`config.mk`:
```
export PLATFORM = sky130hd
export DESIGN_NAME = serial_frame_receiver
export DESIGN_NICKNAME = d
export VERILOG_FILES = /design/src/rtl/sfr_pkg.sv /design/src/rtl/sfr_in_stage.sv /design/src/rtl/sfr_core.sv /design/src/rtl/sfr_out_stage.sv /design/src/rtl/serial_frame_receiver.sv
export SDC_FILE = /design/constraint.sdc
export NUM_CORES = 1
export LEC_CHECK = 0
export BUFFER_PORTS_ARGS = -buffer_cell sky130_fd_sc_hd__buf_2
export CAP_MARGIN = 20
export CORE_AREA = 4 4 86 88
export CTS_CLUSTER_DIAMETER = 80
export DETAILED_ROUTE_END_ITERATION = 10
export DIE_AREA = 0 0 90 92
export HOLD_SLACK_MARGIN = 0.15
export PLACE_DENSITY = 0.76
export RECOVER_POWER = 100
export SYNTH_ARGS = -nofsm -noshare
export SYNTH_HDL_FRONTEND = slang
export SYNTH_SLANG_ARGS = --single-unit
export TNS_END_PERCENT = 1
```
`constraint.sdc`:
```
create_clock -name clock -period 3.4 [get_ports clock]
set_input_delay 0 -clock clock [delete_from_list [all_inputs] [get_ports clock]]
set_output_delay 0 -clock clock [all_outputs]
set_load 0.03 [all_outputs]
```
`src/rtl/sfr_pkg.sv`:
```
// ----------------------------------------------------------------------------
// sfr_pkg: shared types and constants for the serial frame receiver
// Frame bytes, phase codes, result kinds, error codes and the result record.
// ----------------------------------------------------------------------------
package sfr_pkg;

   // Frame delimiters and checksum target
   localparam logic [7:0] START_BYTE     = 8'h7B;   // '{'
   localparam logic [7:0] END_BYTE       = 8'h7D;   // '}'
   localparam logic [7:0] SUM_GOOD       = 8'hFF;
   localparam logic [7:0] FRAME_OVERHEAD = 8'd4;
   localparam logic [7:0] MIN_LENGTH     = 8'd5;

   // Input command codes
   localparam logic CMD_BYTE    = 1'b0;
   localparam logic CMD_TIMEOUT = 1'b1;

   // Deframer phases
   localparam logic [2:0] PH_IDLE = 3'd0;
   localparam logic [2:0] PH_LEN  = 3'd1;
   localparam logic [2:0] PH_DATA = 3'd2;
   localparam logic [2:0] PH_SUM  = 3'd3;
   localparam logic [2:0] PH_END  = 3'd4;

   // Result kinds
   localparam logic [1:0] KIND_DATA = 2'd0;
   localparam logic [1:0] KIND_OK   = 2'd1;
   localparam logic [1:0] KIND_ERR  = 2'd2;

   // Error codes
   localparam logic [2:0] ERR_NONE    = 3'd0;
   localparam logic [2:0] ERR_START   = 3'd1;
   localparam logic [2:0] ERR_SUM     = 3'd2;
   localparam logic [2:0] ERR_END     = 3'd3;
   localparam logic [2:0] ERR_TIMEOUT = 3'd4;
   localparam logic [2:0] ERR_LENGTH  = 3'd5;

   // Packed result channel widths
   localparam int RSP_DATA_W = 32;
   localparam int RSP_USER_W = 2;

   typedef struct packed {
      logic       valid;
      logic [1:0] kind;
      logic [7:0] payload_byte;
      logic [7:0] position;
      logic [7:0] payload_length;
      logic [2:0] error_code;
   } rsp_type;

endpackage

```
`src/rtl/sfr_in_stage.sv`:
```
// ----------------------------------------------------------------------------
// sfr_in_stage: input register
// Capture one received byte or timeout transaction; release it on advance.
// ----------------------------------------------------------------------------
module sfr_in_stage (
   input  logic       clock,
   input  logic       reset,
   input  logic       req_tvalid,
   output logic       req_tready,
   input  logic [7:0] req_tdata,   // [7:0] rx_byte
   input  logic       req_tuser,   // [0] cmd
   input  logic       advance,
   output logic       item_valid,
   output logic       item_cmd,
   output logic [7:0] item_byte
);
   import sfr_pkg::*;

   logic       valid_ff;
   logic       valid_in;
   logic       cmd_ff;
   logic [7:0] byte_ff;
   logic       load;

   assign req_tready = !valid_ff || advance;
   assign load       = req_tvalid && req_tready;

   always_comb begin
      valid_in = valid_ff;
      if (load) begin
         valid_in = 1'b1;
      end else if (advance) begin
         valid_in = 1'b0;
      end
   end

   always_ff @(posedge clock) begin
      if (reset) begin
         valid_ff <= 1'b0;
      end else begin
         valid_ff <= valid_in;
      end
   end

   // payload needs no reset
   always_ff @(posedge clock) begin
      if (load) begin
         cmd_ff  <= req_tuser;
         byte_ff <= req_tdata;
      end
   end

   assign item_valid = valid_ff;
   assign item_cmd   = cmd_ff;
   assign item_byte  = byte_ff;

endmodule

```
`src/rtl/sfr_core.sv`:
```
// ----------------------------------------------------------------------------
// sfr_core: deframing state and per-byte decision
// Hold phase, length, index and running sum; decide the result of one item.
// ----------------------------------------------------------------------------
module sfr_core (
   input  logic             clock,
   input  logic             reset,
   input  logic             step,
   input  logic             item_cmd,
   input  logic [7:0]       item_byte,
   output sfr_pkg::rsp_type result
);
   import sfr_pkg::*;

   logic [2:0] phase_ff,    phase_in;
   logic [7:0] exp_len_ff,  exp_len_in;
   logic [7:0] index_ff,    index_in;
   logic [7:0] sum_ff,      sum_in;
   rsp_type    res;

   always_comb begin
      phase_in   = phase_ff;
      exp_len_in = exp_len_ff;
      index_in   = index_ff;
      sum_in     = sum_ff;
      res        = '0;
      if (step) begin
         if (item_cmd == CMD_TIMEOUT) begin
            // error only mid-frame (a stray phase code counts as idle);
            // either way drop back to idle
            if ((phase_ff != PH_IDLE) && (phase_ff <= PH_END)) begin
               res.valid      = 1'b1;
               res.kind       = KIND_ERR;
               res.error_code = ERR_TIMEOUT;
            end
            phase_in   = PH_IDLE;
            exp_len_in = '0;
            index_in   = '0;
            sum_in     = '0;
         end else begin
            unique case (phase_ff)
               PH_LEN: begin
                  if (item_byte < MIN_LENGTH) begin
                     res.valid      = 1'b1;
                     res.kind       = KIND_ERR;
                     res.error_code = ERR_LENGTH;
                     phase_in       = PH_IDLE;
                     exp_len_in     = '0;
                     index_in       = '0;
                     sum_in         = '0;
                  end else begin
                     exp_len_in = 8'(item_byte - FRAME_OVERHEAD);
                     sum_in     = item_byte;
                     index_in   = '0;
                     phase_in   = PH_DATA;
                  end
               end
               PH_DATA: begin
                  res.valid        = 1'b1;
                  res.kind         = KIND_DATA;
                  res.payload_byte = item_byte;
                  res.position     = index_ff;
                  sum_in           = 8'(sum_ff + item_byte);
                  index_in         = 8'(index_ff + 8'd1);
                  if (index_in >= exp_len_ff) begin
                     phase_in = PH_SUM;
                  end
               end
               PH_SUM: begin
                  if (8'(sum_ff + item_byte) == SUM_GOOD) begin
                     phase_in = PH_END;
                  end else begin
                     res.valid      = 1'b1;
                     res.kind       = KIND_ERR;
                     res.error_code = ERR_SUM;
                     phase_in       = PH_IDLE;
                     exp_len_in     = '0;
                     index_in       = '0;
                     sum_in         = '0;
                  end
               end
               PH_END: begin
                  res.valid = 1'b1;
                  if (item_byte == END_BYTE) begin
                     res.kind           = KIND_OK;
                     res.payload_length = exp_len_ff;
                  end else begin
                     res.kind       = KIND_ERR;
                     res.error_code = ERR_END;
                  end
                  phase_in   = PH_IDLE;
                  exp_len_in = '0;
                  index_in   = '0;
                  sum_in     = '0;
               end
               default: begin
                  // idle, and any stray phase code behaves as idle
                  if (item_byte != START_BYTE) begin
                     res.valid      = 1'b1;
                     res.kind       = KIND_ERR;
                     res.error_code = ERR_START;
                  end
                  phase_in   = (item_byte == START_BYTE) ? PH_LEN : PH_IDLE;
                  exp_len_in = '0;
                  index_in   = '0;
                  sum_in     = '0;
               end
            endcase
         end
      end
   end

   always_ff @(posedge clock) begin
      if (reset) begin
         phase_ff   <= PH_IDLE;
         exp_len_ff <= '0;
         index_ff   <= '0;
         sum_ff     <= '0;
      end else begin
         phase_ff   <= phase_in;
         exp_len_ff <= exp_len_in;
         index_ff   <= index_in;
         sum_ff     <= sum_in;
      end
   end

   assign result = res;

`ifndef SYNTH
   // payload phase never runs past the announced length
   a_index_in_range: assert property (@(posedge clock) disable iff (reset)
      (phase_ff == PH_DATA) |-> (index_ff < exp_len_ff))
      else $error("payload index reached expected length in data phase");

   // checksum phase is entered only with the whole payload counted
   a_sum_after_full_payload: assert property (@(posedge clock) disable iff (reset)
      (phase_ff == PH_SUM) |-> (index_ff == exp_len_ff))
      else $error("checksum phase with partial payload");

   // every error leaves the deframer idle
   a_error_to_idle: assert property (@(posedge clock) disable iff (reset)
      (res.valid && res.kind == KIND_ERR) |=> (phase_ff == PH_IDLE))
      else $error("deframer not idle after error");

   // a completed frame always reports a nonzero payload
   a_ok_has_length: assert property (@(posedge clock) disable iff (reset)
      (res.valid && res.kind == KIND_OK) |-> (res.payload_length != 8'd0))
      else $error("frame complete with empty payload");
`endif

endmodule

```
`src/rtl/sfr_out_stage.sv`:
```
// ----------------------------------------------------------------------------
// sfr_out_stage: result register
// Hold one result transaction until the sink takes it; pack it for the bus.
// ----------------------------------------------------------------------------
module sfr_out_stage (
   input  logic                                clock,
   input  logic                                reset,
   input  sfr_pkg::rsp_type                    result,
   output logic                                advance,
   output logic                                rsp_tvalid,
   input  logic                                rsp_tready,
   // [7:0] payload_byte, [15:8] position, [23:16] payload_length,
   // [26:24] error_code, [31:27] zero
   output logic [sfr_pkg::RSP_DATA_W-1:0]      rsp_tdata,
   output logic [sfr_pkg::RSP_USER_W-1:0]      rsp_tuser   // [1:0] kind
);
   import sfr_pkg::*;

   logic    valid_ff;
   logic    valid_in;
   rsp_type res_ff;

   // register is free when empty or being drained this cycle
   assign advance = !valid_ff || rsp_tready;

   always_comb begin
      valid_in = valid_ff;
      if (advance) begin
         valid_in = result.valid;
      end
   end

   always_ff @(posedge clock) begin
      if (reset) begin
         valid_ff <= 1'b0;
      end else begin
         valid_ff <= valid_in;
      end
   end

   always_ff @(posedge clock) begin
      if (advance) begin
         res_ff <= result;
      end
   end

   assign rsp_tvalid = valid_ff;
   assign rsp_tuser  = res_ff.kind;
   assign rsp_tdata  = {5'b0, res_ff.error_code, res_ff.payload_length,
                        res_ff.position, res_ff.payload_byte};

endmodule

```
`src/rtl/serial_frame_receiver.sv`:
```
// ----------------------------------------------------------------------------
// serial_frame_receiver: byte-wide deframer with additive checksum
// Strip '{' L payload sum '}' frames, emit each payload byte and a status.
// ----------------------------------------------------------------------------
//
//  channel | direction | tdata                              | tuser
//  --------+-----------+------------------------------------+----------------
//  req_    | in        | [7:0] rx_byte                      | [0] cmd
//  rsp_    | out       | [7:0] payload_byte [15:8] position | [1:0] kind
//          |           | [23:16] payload_length             |
//          |           | [26:24] error_code                 |
//
//  Throughput is one transaction per clock while rsp_ is not stalled: the
//  per-byte decision in sfr_core is a single compare/add between the input
//  register and the result register, which drives rsp_tvalid.
//  Reset is synchronous, active high; the deframer returns to idle awaiting '{'.
//  A stalled rsp_ side holds the result register and the input register; the
//  input register still takes a transaction while it is empty.
//  A byte that completes no result (start, length, good checksum) emits nothing.
//
module serial_frame_receiver (
   input  logic                                clock,
   input  logic                                reset,
   input  logic                                req_tvalid,
   output logic                                req_tready,
   input  logic [7:0]                          req_tdata,   // [7:0] rx_byte
   input  logic                                req_tuser,   // [0] cmd
   output logic                                rsp_tvalid,
   input  logic                                rsp_tready,
   // [7:0] payload_byte, [15:8] position, [23:16] payload_length,
   // [26:24] error_code, [31:27] zero
   output logic [sfr_pkg::RSP_DATA_W-1:0]      rsp_tdata,
   output logic [sfr_pkg::RSP_USER_W-1:0]      rsp_tuser    // [1:0] kind
);
   import sfr_pkg::*;

   logic       advance;
   logic       item_valid;
   logic       item_cmd;
   logic [7:0] item_byte;
   logic       step;
   rsp_type    result;

   // hold the captured transaction until the result register can move
   sfr_in_stage u_in (
      .clock      (clock),
      .reset      (reset),
      .req_tvalid (req_tvalid),
      .req_tready (req_tready),
      .req_tdata  (req_tdata),
      .req_tuser  (req_tuser),
      .advance    (advance),
      .item_valid (item_valid),
      .item_cmd   (item_cmd),
      .item_byte  (item_byte)
   );

   // advance the deframer state exactly once per captured transaction
   assign step = item_valid && advance;

   sfr_core u_core (
      .clock     (clock),
      .reset     (reset),
      .step      (step),
      .item_cmd  (item_cmd),
      .item_byte (item_byte),
      .result    (result)
   );

   sfr_out_stage u_out (
      .clock      (clock),
      .reset      (reset),
      .result     (result),
      .advance    (advance),
      .rsp_tvalid (rsp_tvalid),
      .rsp_tready (rsp_tready),
      .rsp_tdata  (rsp_tdata),
      .rsp_tuser  (rsp_tuser)
   );

endmodule

```
# Word-level counts from Yosys, hierarchy flattened
# Index checks and enable logic that the tools add are counted.
# totals
reg_bits	67
wordCells	84
out_inout_bits	36
input_bits	13
# classes
bitwise_logic	4
addsub	3
eq_ne	11
n_lt_le_gt_ge	3
reduce_logical	14
muxes	36
# op_table
op	n
$mux 8	8
$pmux 8 s3	2
$pmux 3 s4	3
$mux 3	11
$mux 30	1
$mux 24	1
$eq 8x7->1 const B	2
$mux 16	1
$pmux 8 s2	1
$add 8x1->8 const B	1
$add 8x8->8	1
$eq 8x8->1 const B	1
$ge 8x8->1	1
$lt 8x3->1 const B	1
$mux 2	4
$ne 8x7->1 const B	1
$sub 8x3->8 const B	1
$eq 3x2->1 const B	2
$mux 1	4
$not 1->1	4
$reduce_and 2->1	2
$reduce_or 4->1	1
$eq 3x1->1 const B	1
$eq 3x3->1 const B	1
other kinds (11)	15

# Logic depth before layout (Yosys ltp)
# Gate-level depths: netlist of run 1.
# depth
word_depth	6
depth_mapped	11
ltp_nobuf	10

# By module
# A second synthesis of run 1 with hierarchy kept.
# hier_totals
hier_cells	350
hier_area_um2	3661.0
# by_module_without_submodules
module	cells_per_inst	seq_area_each_um2	n_inst	area_per_inst_um2
sfr_core	296	540.5	1	2371.0
sfr_out_stage	39	890.9	1	958.4
sfr_in_stage	14	290.3	1	325.3
serial_frame_receiver	1	0.0	1	6.3

# Worst setup path after synthesis of run 1
# No wires, ideal clock.
# synth_timing
kind	reg2reg
start	register u_in.byte_ff[0] (netlist: u_in.item_byte[0])
end	register u_core.sum_ff[6]
path_stages_with_launch	12
setup_time_ns	0.130
setup_slack_ns	0.915
path_buffers	1
arrival_time_ns	2.355
required_ns	3.270
period_less_slack_ns	2.485
cell_sequence	edfxtp_1 ha_1 inv_1 fa_1 nor2b_1 o22ai_1 xnor2_1 and4_1 a31o_4 buf_4 a221oi_1 nor3_1
# synth_between
elab_chain_cells	4
word_cells_on_any_way	8
classes_between	add/sub: 1; order compare: 1; eq/ne: 2; mux: 3; reduce/logical: 1
# synth_lines
element	line_no	rtl
start: declaration	sfr_in_stage.sv:22	logic [7:0] byte_ff;
start signal: assignment	sfr_in_stage.sv:49	byte_ff <= req_tdata;
$add 8x8->8 / $lt 8x3->1 (equally long branches)	sfr_core.sv:63, sfr_core.sv:70, sfr_core.sv:43	
$eq 8x8->1 / $mux 8 (equally long branches)	sfr_core.sv:70, sfr_core.sv:43	
$ne 3x3->1 (no source line) / $pmux 8 s3 (equally long branches)	n/a	
$reduce_and 2->1 (no source line) / $mux 8 (equally long branches)	n/a	
end signal: assignment	sfr_core.sv:123	sum_ff <= sum_in;
end: declaration	sfr_core.sv:18	logic [7:0] sum_ff, sum_in;
# Parallel ways exist; a longest one is shown, timed or not.
# A chain may end at the register's enable or synchronous reset.

# Final worst setup path of run 1
# layout_timing
start	register u_in.byte_ff[0] (netlist: u_in.item_byte[0])
end	register u_core.sum_ff[4]
# Same word-level chain as after synthesis.

==> results of run 1 <==
report_power, final:
| part | leakage [nW] | internal (mW) | total, mW | switching, mW |
|---|---|---|---|---|
| combinational | 0.804 | 0.0598 | 0.170 | 0.110 |
| sequential | 0.673 | 0.875 | 0.895 | 0.0201 |
| clock | 0.108 | 0.432 | 0.751 | 0.319 |
cells in the mapped netlist (11+ instances only):
library cell	count
a21oi_1	23
and2_1	16
dfxtp_1	29
edfxtp_1	38
ha_1	21
inv_1	14
nand2_1	25
nand2b_1	13
nor2_1	37
nor2b_1	11
nor3_1	16
per-layer routing:
metal,track usage,up-vias,part of all wire
li1,-,1380,-
met1,0.242,1303,0.44
met2,0.339,87,0.48
met3,0.0525,15,0.057
met4,0.0791,0,0.021
met5,0,-,0
cell families (layout without fill, tap and decap cells):
logic type | Yosys count | after routing
AOI/OAI and AO/OA | 62 | 62
xor gates and xnor gates | 15 | 15
adders and majority gates | 22 | 22
buffers and inverters | 31 | 91
DFF | 67 | 67
muxes | 9 | 9
other | 1 | 5
and+or+nand+nor | 149 | 149
sequential cells by signal (all words and copies together), names as in the netlist:
register	count
u_core.exp_len_ff	8
u_core.index_ff	8
u_core.phase_ff	3
u_core.sum_ff	8
u_in.item_byte	8
u_in.item_cmd	1
u_in.item_valid	1
u_out.rsp_tdata	27
u_out.rsp_tuser	2
u_out.rsp_tvalid	1
cell usage in the layout (no fill, tap or decap), drive strengths merged, types with 2 or more instances in the layout:
master / netlist / layout
dfxtp: 29 / 29
xor2: 7 / 7
a21o: 4 / 4
a211oi: 3 / 3
xnor2: 8 / 8
conb: 1 / 5
o21ai: 5 / 5
nor4: 7 / 7
or3: 4 / 4
nor3b: 2 / 2
nand2b: 13 / 13
clkinv: 0 / 2
ha: 21 / 21
bufinv: 0 / 2
o21a: 3 / 3
clkbuf: 9 / 43
and2: 16 / 16
nand2: 25 / 25
nor3: 16 / 16
or2: 3 / 3
buf: 8 / 14
nand4: 2 / 2
and3b: 2 / 2
inv: 14 / 14
a31o: 3 / 3
a22oi: 7 / 7
mux2i: 9 / 9
edfxtp: 38 / 38
a21oi: 23 / 23
nand3: 4 / 4
a221oi: 2 / 2
clkinvlp: 0 / 2
nand3b: 4 / 4
dlygate4sd3: 0 / 14
nor2b: 11 / 11
nor2: 38 / 38
o31ai: 5 / 5
timing repair:
| action | CTS | global route |
|---|---|---|
| endpoints found under the hold margin | 23 | 0 |
| resized for setup | 0 | 0 |
| setup buffers | 0 | 0 |
| hold buffers | 14 | 0 |
final timing paths:
check                                  startpoint                end  slack [ns]  cells past startpoint
worst max-delay path            u_in.item_byte[0]   u_core.sum_ff[4]        0.45                     10
worst min-delay path                 req_tdata[3]  u_in.item_byte[3]        0.35                      2
worst max register to register  u_in.item_byte[0]   u_core.sum_ff[4]        0.45                     10
worst min register to register   u_core.sum_ff[5]   u_core.sum_ff[5]        0.47                      2
layout make-up:
class                           count  area, um2  share of cell area
Clock inverter                      6       88.8              0.0213
Sequential cell                    67       1720               0.414
Multi-Input combinational cell    262       1720               0.414
Inverter                           14       52.6              0.0126
Timing Repair Buffer               61        339              0.0815
Tap cell                           80        100              0.0241
Clock buffer                       10        138              0.0331
stage by stage:
step / worst slack [ns] / hold slack, ns / instances / cell area [um2]
floorplan: 0.915 / 0.0989 / 360 / 3600
global placement: 0.746 / 0.176 / 470 / 3850
detailed placement: 0.599 / 0.178 / 470 / 3850
CTS: 0.599 / 0.338 / 500 / 4220
global route: 0.209 / 0.347 / 500 / 4160
finish: 0.450 / 0.351 / 500 / 4160
==> results.ini, run 1 <==
[logic_synthesis]
mappedNetlistArea_um2 = 3580
ys_seq_elements = 67
syn_area_per_cell_um2 = 10.1
share_of_the_yosys_chip_area_belonging_to_registers = 0.481
post_synth_and_or_nand_nor_area_fraction = 0.219
synth_top_family_by_area = simple AND/OR/NAND/NOR gates
synth_xor_xnor_area_share = 0.0367
synth_fa_ha_area_frac = 0.0789
synth_edf_count = 38
count_of_cell_types_in_the_netlist = 51
total_number_of_yosys_warnings = 0
dominantRegCellSynth = edfxtp_1
netlist.area_leader.share = 0.319
postSynthCellCount = 356
synthMuxAreaShare = 0.0251
synth-compound-area-share = 0.119
postSynth.asyncResetShare = 0
synth_top_cells_by_area = edfxtp_1 (32%), dfxtp_1 (16%), ha_1 (7.3%)
netlist.top_cell.by_area = edfxtp_1

[grt]
globalRouteOverflowTotal = 0
grt_antenna_before_repair = 0
grt_pass1_vias = 2686
grt_pass1_wl_mm = 13.0
grt_max_degree = 32
groute.usage.overall = 0.200

[layout]
drive_gt1_frac = 0.0905
fillCellCount = 573
num_antenna_cells = 0
area_growth_syn_to_layout_pct = 16.2
finalCoreUtilization = 0.626
layout.nets = 450

[setup_path]
path_delay_family = simple AND/OR/NAND/NOR gates
crit_path_max_incr_delay_ns = 0.46
criticalPathCategory = reg2reg
timing.critical_path.from_type = flop
timing.critical_path.fanout_max = 25
critical_path.endpoint_type = flop
worstPathCellList = ha_1 -> inv_1 -> fa_1 -> nor2b_1 -> o22ai_1 -> xnor2_1 -> and4_1 -> a31o_2 -> or3_1 -> a21oi_1
timing.critical_path.buf_inv = 1
critical_path_required_ns = 3.68
crit_path_top_delay_cell = edfxtp_1
timing.critical_path.arrival_ns = 3.23

[timing]
worst_slew_margin_rel = 0.329
finalHoldViolations = 0
drv_slew = 0
grt_setup_unrepaired = false
achievable-frequency_ghz = 0.339
final.setup.tns_ns = 0
layout_min_cycle_time_ns = 2.95
layout_worst_path_cycle_share = 0.868
setup-violations-final = 0
fin_skew_ns = 0.00673
worst_slew_pin_slew_ns = 1.00

[die]
floorplan.core_area_um2 = 6640
initial_core_util = 0.539
die_area_um2 = 8280
die_height_um = 92
std_cell_rows = 30
die_w_um = 90
floorplan.io_pins = 49

[clock_tree]
cts.root.buffer_cell = clkbuf_8
cts_bufs_inserted = 9
cts_num_sinks = 67
cts_max_level = 3
worst_skew_pair.late_latency_ns = 0.35
clkTransAtPathRegs_ns = 0.07
cts_tree = yes
cts_buffer_depth = 2

[pwr]
vdd_ir_drop_max_uv = 328
pwr_density_cell_nw_per_um2 = 436
totalPowerFinal_mw = 1.82
power.static_leakage_nw = 1.59

[detailed_routing]
initialDrtViolationCount = 137
routed-via-count = 2785
drc_errors = 0
viasPerCell = 5.57
drt-total-wl_mm = 8.02
drt_pre_antenna_iters = 5
post_drt_wl_per_cell_um = 16.0
ant_nets = 0

[place]
gpl.final_weighted_congestion = 0.915
place.detailed.hpwl_mm = 5.51
numPortBuffers = 43

[min_path]
hold_path.class = in2reg

[status]
status = finished, final reports clean

[flow_run]
timing.max_cap.violations = 0

No activity file was read; power rests on OpenSTA's default activity.
==> inputs of run 2 (changes only) <==
--- a/config.mk
+++ b/config.mk
@@ -6,13 +6,15 @@
 export NUM_CORES = 1
 export LEC_CHECK = 0
 export BUFFER_PORTS_ARGS = -buffer_cell sky130_fd_sc_hd__buf_2
-export CAP_MARGIN = 20
-export CORE_AREA = 4 4 86 88
+export CAP_MARGIN = 25
+export CELL_PAD_IN_SITES_DETAIL_PLACEMENT = 0
+export CELL_PAD_IN_SITES_GLOBAL_PLACEMENT = 2
+export CORE_AREA = 4 4 104 106
 export CTS_CLUSTER_DIAMETER = 80
 export DETAILED_ROUTE_END_ITERATION = 10
-export DIE_AREA = 0 0 90 92
+export DIE_AREA = 0 0 108 110
 export HOLD_SLACK_MARGIN = 0.15
-export PLACE_DENSITY = 0.76
+export PLACE_DENSITY_LB_ADDON = 0.1
 export RECOVER_POWER = 100
 export SYNTH_ARGS = -nofsm -noshare
 export SYNTH_HDL_FRONTEND = slang
==> results.ini, run 2 (synthesis gave the netlist of run 1 again) <==
[place]
placed_cells_incl_taps = 525  ; +12%
numPortBuffers = 43  ; unchanged
place.detailed.hpwl_mm = 6.15  ; +12%
detailedPlace.worstSlack_ns = 0.590  ; -0.00896 ns
gpl.final_weighted_congestion = 0.809  ; -12%

[timing]
layout_worst_path_cycle_share = 0.861  ; -0.00644
drv_slew = 0  ; unchanged
grt_setup_unrepaired = false
layout_min_cycle_time_ns = 2.93  ; -0.0219 ns
post-route-worst-setup-slack_ns = 0.472  ; +0.0219 ns
finalHoldViolations = 0  ; unchanged
final.setup.tns_ns = 0  ; unchanged
achievable-frequency_ghz = 0.342  ; +0.75%
worst_slew_margin_rel = 0.290  ; -0.0389
worst_slew_pin_slew_ns = 1.06  ; +0.0582 ns
fin_skew_ns = 0.0106  ; +0.00386 ns
setup-violations-final = 0  ; unchanged

[layout]
layout.cells.most_common = edfxtp_1
finalCoreUtilization = 0.430  ; -0.196
drive_gt1_frac = 0.0950  ; +0.00454
max_reg_flops = 27  ; unchanged
fillCellCount = 985  ; +72%
multiInputGateArea_um2 = 1720  ; unchanged
most_frequent_cells_in_the_layout = edfxtp_1 (38), nor2_1 (37), clkbuf_1 (33)
area_growth_syn_to_layout_pct = 17.5
regArea_um2 = 1720  ; unchanged
layout.nets = 451  ; +0.22%
post_layout_nonfiller_instances = 554  ; +11%
num_antenna_cells = 0  ; unchanged

[grt]
grt_max_degree = 32  ; unchanged
grt_pass1_wl_mm = 14.1  ; +9.0%
grt_pass1_vias = 2677  ; -0.34%
globalRouteOverflowTotal = 0  ; unchanged
grt_antenna_before_repair = 0  ; unchanged
groute.usage.overall = 0.157  ; -0.0427

[die]
die_height_um = 110  ; +20%
die_w_um = 108  ; +20%
floorplan.core_area_um2 = 9770  ; +47%
die_area_um2 = 11900  ; +43%
initial_core_util = 0.366  ; -0.173
std_cell_rows = 36  ; +20%
floorplan.io_pins = 49  ; unchanged

[detailed_routing]
drt-total-wl_mm = 8.75  ; +9.1%
viasPerCell = 4.82  ; -14%
routed-via-count = 2668  ; -4.2%
drt_pre_antenna_iters = 7  ; +2
initialDrtViolationCount = 146  ; +6.6%
drc_errors = 0  ; unchanged
ant_nets = 0  ; unchanged
post_drt_wl_per_cell_um = 15.8  ; -1.5%

[min_path]
hold_path.class = in2reg

[setup_path]
crit_path_top_delay_cell = a31o_2
path_delay_family = compound AO/OA/AOI/OAI gates
crit_path_max_incr_delay_ns = 0.55  ; +0.09 ns
timing.critical_path.from_type = flop
criticalPathCategory = reg2reg
critical_path.endpoint_type = flop
critical_path_required_ns = 3.63  ; -0.05 ns
timing.critical_path.arrival_ns = 3.15  ; -0.08 ns
worstPathCellList = ha_1 -> inv_1 -> fa_1 -> nor2b_1 -> o22ai_1 -> xnor2_1 -> and4_1 -> a31o_2 -> nor2_8 -> mux2i_1
timing.critical_path.fanout_max = 25  ; unchanged
timing.critical_path.buf_inv = 1  ; unchanged

[clock_tree]
worst_skew_pair.late_latency_ns = 0.35  ; about the same
cts.root.buffer_cell = clkbuf_8
cts_buffer_depth = 2  ; unchanged
cts_num_sinks = 67  ; unchanged
cts_max_level = 3  ; unchanged
clkTransAtPathRegs_ns = 0.08  ; about the same
setup_repair_bufs_after_cts = 0  ; unchanged
cts_bufs_inserted = 9  ; unchanged
cts_tree = yes

[pwr]
pwr_density_cell_nw_per_um2 = 416  ; -4.7%
vdd_ir_drop_max_uv = 224  ; -32%
totalPowerFinal_mw = 1.75  ; -3.6%
power.static_leakage_nw = 1.58  ; -0.19%

[flow_run]
timing.max_cap.violations = 0  ; unchanged

[status]
status = finished, final reports clean

run 2: stage by stage:
stage,cell area [um2],hold WS [ns]
after floorplan,3600,0.0989
after global placement,3940,0.178
after detailed placement,3940,0.178
after CTS,4270,0.336
after global routing,4210,0.349
final,4210,0.355
run 2: layer usage:
layer  up-vias  part of all wire  global-route usage
li1       1383                 -                   -
met1      1228              0.46               0.192
met2        47              0.49               0.277
met3        10             0.037              0.0332
met4         0             0.016              0.0487
met5         -                 0                   0
run 2: path summary, 6_finish.rpt:
| check | cells after the start | to | startpoint | slack, ns |
|---|---|---|---|---|
| worst min-delay path | 2 | u_in.item_byte[5] | req_tdata[5] | 0.36 |
| worst max register to register | 10 | u_core.exp_len_ff[0] | u_in.item_byte[0] | 0.47 |
| worst min register to register | 2 | u_core.sum_ff[7] | u_core.sum_ff[7] | 0.47 |
| worst max-delay path | 10 | u_core.exp_len_ff[0] | u_in.item_byte[0] | 0.47 |
run 2: final cells by class:
cell class	count	share of cell area
Tap cell	133	0.0395
Sequential cell	67	0.409
Clock inverter	7	0.0184
Inverter	14	0.0125
Timing Repair Buffer	62	0.0818
Multi-Input combinational cell	262	0.409
Clock buffer	9	0.0294
run 2: report_power, final:
part	leakage, nW	internal, mW	switching [mW]
registers	0.673	0.875	0.0186
clock network	0.0998	0.344	0.342
logic	0.809	0.0601	0.111
total	1.58	1.28	0.473
run 2: repair_timing:
action,in CTS,in global routing
hold endpoints to repair,15,0
hold buffers,13,0
setup endpoints to repair,0,0
gates resized for setup,0,0
==> inputs of run 3 (changes only) <==
--- a/config.mk
+++ b/config.mk
@@ -9,10 +9,10 @@
 export CAP_MARGIN = 25
 export CELL_PAD_IN_SITES_DETAIL_PLACEMENT = 0
 export CELL_PAD_IN_SITES_GLOBAL_PLACEMENT = 2
-export CORE_AREA = 4 4 104 106
+export CORE_AREA = 4 4 101 103
 export CTS_CLUSTER_DIAMETER = 80
 export DETAILED_ROUTE_END_ITERATION = 10
-export DIE_AREA = 0 0 108 110
+export DIE_AREA = 0 0 105 107
 export HOLD_SLACK_MARGIN = 0.15
 export PLACE_DENSITY_LB_ADDON = 0.1
 export RECOVER_POWER = 100
==> constraint.sdc (replaced) <==
create_clock -name clock -period 3.7 [get_ports clock]
set_input_delay 0 -clock clock [delete_from_list [all_inputs] [get_ports clock]]
set_output_delay 0 -clock clock [all_outputs]
set_load 0.03 [all_outputs]
==> results.ini, run 3 (synthesis gave the netlist of run 1 again) <==
[die]
die_w_um = 105  ; -2.8%
initial_core_util = 0.390  ; +0.0230
die_height_um = 107  ; -2.7%
floorplan.io_pins = 49  ; unchanged
floorplan.core_area_um2 = 9200  ; -5.9%
std_cell_rows = 35  ; -2.8%
die_area_um2 = 11200  ; -5.4%

[place]
place.detailed.hpwl_mm = 5.99  ; -2.6%
gpl.final_weighted_congestion = 0.760  ; -6.1%
numPortBuffers = 43  ; unchanged

[timing]
worst_slew_pin_slew_ns = 1.64  ; +0.576 ns
achievable-frequency_ghz = 0.321  ; -6.1%
layout_min_cycle_time_ns = 3.12  ; +0.191 ns
finalHoldViolations = 0  ; unchanged
layout_worst_path_cycle_share = 0.843  ; -0.0183
setup-violations-final = 0  ; unchanged
grt_setup_unrepaired = false
final.setup.tns_ns = 0  ; unchanged
drv_slew = 32  ; +32
worst_slew_margin_rel = -0.0922  ; -0.382
fin_skew_ns = 0.00819  ; -0.00240 ns

[detailed_routing]
routed-via-count = 2720  ; +1.9%
viasPerCell = 5.12  ; +6.4%
drt-total-wl_mm = 8.43  ; -3.6%
initialDrtViolationCount = 108  ; -26%
ant_nets = 0  ; unchanged
post_drt_wl_per_cell_um = 15.9  ; +0.55%
drc_errors = 0  ; unchanged
drt_pre_antenna_iters = 4  ; -3

[setup_path]
termination_of_the_worst_setup_path = u_out.rsp_tdata[0]
crit_path_max_incr_delay_ns = 0.90  ; +0.35 ns
reg2reg_setup_slack_ns = 0.58  ; +0.11 ns
crit_path_top_delay_cell = nor3b_1
crit-reg2reg-capture = u_out.rsp_tdata[0]
startpoint = u_core.phase_ff[1]
critical_path_required_ns = 3.90  ; +0.27 ns
timing.critical_path.fanout_max = 16  ; -36%
timing.critical_path.arrival_ns = 3.32  ; +0.17 ns
critical_path.endpoint_type = flop
timing.reg2reg.worst_path_depth = 5  ; -5
timing.critical_path.from_type = flop
criticalPathCategory = reg2reg
crit-reg2reg-launch = u_core.phase_ff[1]
worstPathCellList = nor3b_1 -> nand2b_1 -> nor2_1 -> clkbuf_1 -> and2_1

[clock_tree]
clkTransAtPathRegs_ns = 0.08  ; about the same
cts.root.buffer_cell = clkbuf_8
cts_bufs_inserted = 9  ; unchanged
cts_num_sinks = 67  ; unchanged
worst_skew_pair.late_latency_ns = 0.35  ; about the same
post_cts_resize_count = 0  ; unchanged
cts_max_level = 3  ; unchanged
cts_tree = yes
cts_buffer_depth = 2  ; unchanged

[layout]
finalCoreUtilization = 0.462  ; +0.0314
drive_gt1_frac = 0.0881  ; -0.00692
layout.cells.most_common = edfxtp_1
num_antenna_cells = 0  ; unchanged
max_reg_flops = 27  ; unchanged
most_frequent_cells_in_the_layout = edfxtp_1 (38), nor2_1 (37), clkbuf_1 (34)
area_growth_syn_to_layout_pct = 18.6
layout.nets = 450  ; -0.22%

[grt]
grt.busiest_layer = met2
globalRouteOverflowTotal = 0  ; unchanged
globalRouteMet1Util = 0.204  ; +0.0114
groute.usage.overall = 0.158  ; +0.00154
grt_pass1_wl_mm = 13.9  ; -1.9%
use_met3 = 0.0373  ; +0.00413
grt_antenna_before_repair = 0  ; unchanged
globalRouteMet2Util = 0.267  ; -0.0104
grt_pass1_vias = 2657  ; -0.75%
grt_max_degree = 32  ; unchanged

[min_path]
hold_path.class = in2reg

[pwr]
totalPowerFinal_mw = 1.80  ; +2.7%
pwr_density_cell_nw_per_um2 = 423  ; +1.8%
power.static_leakage_nw = 1.62  ; +2.1%
vdd_ir_drop_max_uv = 178  ; -21%

[flow_run]
timing.max_cap.violations = 1  ; +1

[status]
failed_checks = max-capacitance violations, max-slew violations
status = complete, but fails checks

## run 3: cell types whose count changed in the layout (fill, tap and decap cells not counted), sizes merged
| cell | previous run | this run |
|---|---|---|
| clkinv | 4 | 2 |
| clkbuf | 42 | 43 |
| bufinv | 1 | 4 |
| dlygate4sd3 | 13 | 14 |
| clkinvlp | 1 | 0 |
| buf | 16 | 14 |
| inv | 15 | 14 |
## run 3: worst max-delay path: cells and delay by family, from the launching register on
family / cells / cell delay (ns)
buf+inv: 1 / 0.61
simple gates: 4 / 1.98
flops: 1 / 0.39
## run 3: metrics by stage
| step | hold slack [ns] | worst slack, ns | area (um2) | instances |
|---|---|---|---|---|
| after floorplan | 0.0989 | 1.21 | 3600 | 360 |
| after global placement | 0.178 | 0.986 | 3890 | 501 |
| after detailed placement | 0.178 | 0.938 | 3890 | 501 |
| after CTS | 0.338 | 0.911 | 4300 | 531 |
| after global routing | 0.363 | 0.341 | 4250 | 531 |
| final | 0.357 | 0.581 | 4250 | 531 |
## run 3: area by class of cell
type / count / area, um2
Clock buffer: 10 / 128
Clock inverter: 6 / 138
Fill cell: 916 / 4950
Inverter: 14 / 52.6
Multi-Input combinational cell: 262 / 1730
Sequential cell: 67 / 1720
Tap cell: 111 / 139
Timing Repair Buffer: 61 / 339
## run 3: worst min path at each step
stage / cells past startpoint / from / to / slack [ns]
after floorplan: 0 / req_tdata[0] / u_in.item_byte[0] / 0.1
after global placement: 1 / req_tdata[4] / u_in.item_byte[4] / 0.18
after detailed placement: 1 / req_tdata[4] / u_in.item_byte[4] / 0.18
after CTS: 2 / req_tuser / u_in.item_cmd / 0.34
after global routing: 2 / req_tuser / u_in.item_cmd / 0.36
final: 2 / req_tuser / u_in.item_cmd / 0.36
## run 3: report_power, final
part | internal (mW) | switching, mW | leakage, nW | total (mW)
combinational | 0.0558 | 0.104 | 0.812 | 0.160
sequential | 0.804 | 0.0162 | 0.673 | 0.820
clock | 0.519 | 0.300 | 0.131 | 0.818
total | 1.38 | 0.420 | 1.62 | 1.80
## run 3: per-layer routing
metal	wire, um	vias up
li1	-	1378
met1	3960	1281
met2	3980	50
met3	371	11
met4	120	0
met5	0	-
## run 3: what timing repair did
item	CTS	global route
hold buffers	14	0
hold endpoints to repair	19	0
buffers inserted	0	0
endpoints found under the setup margin	0	0
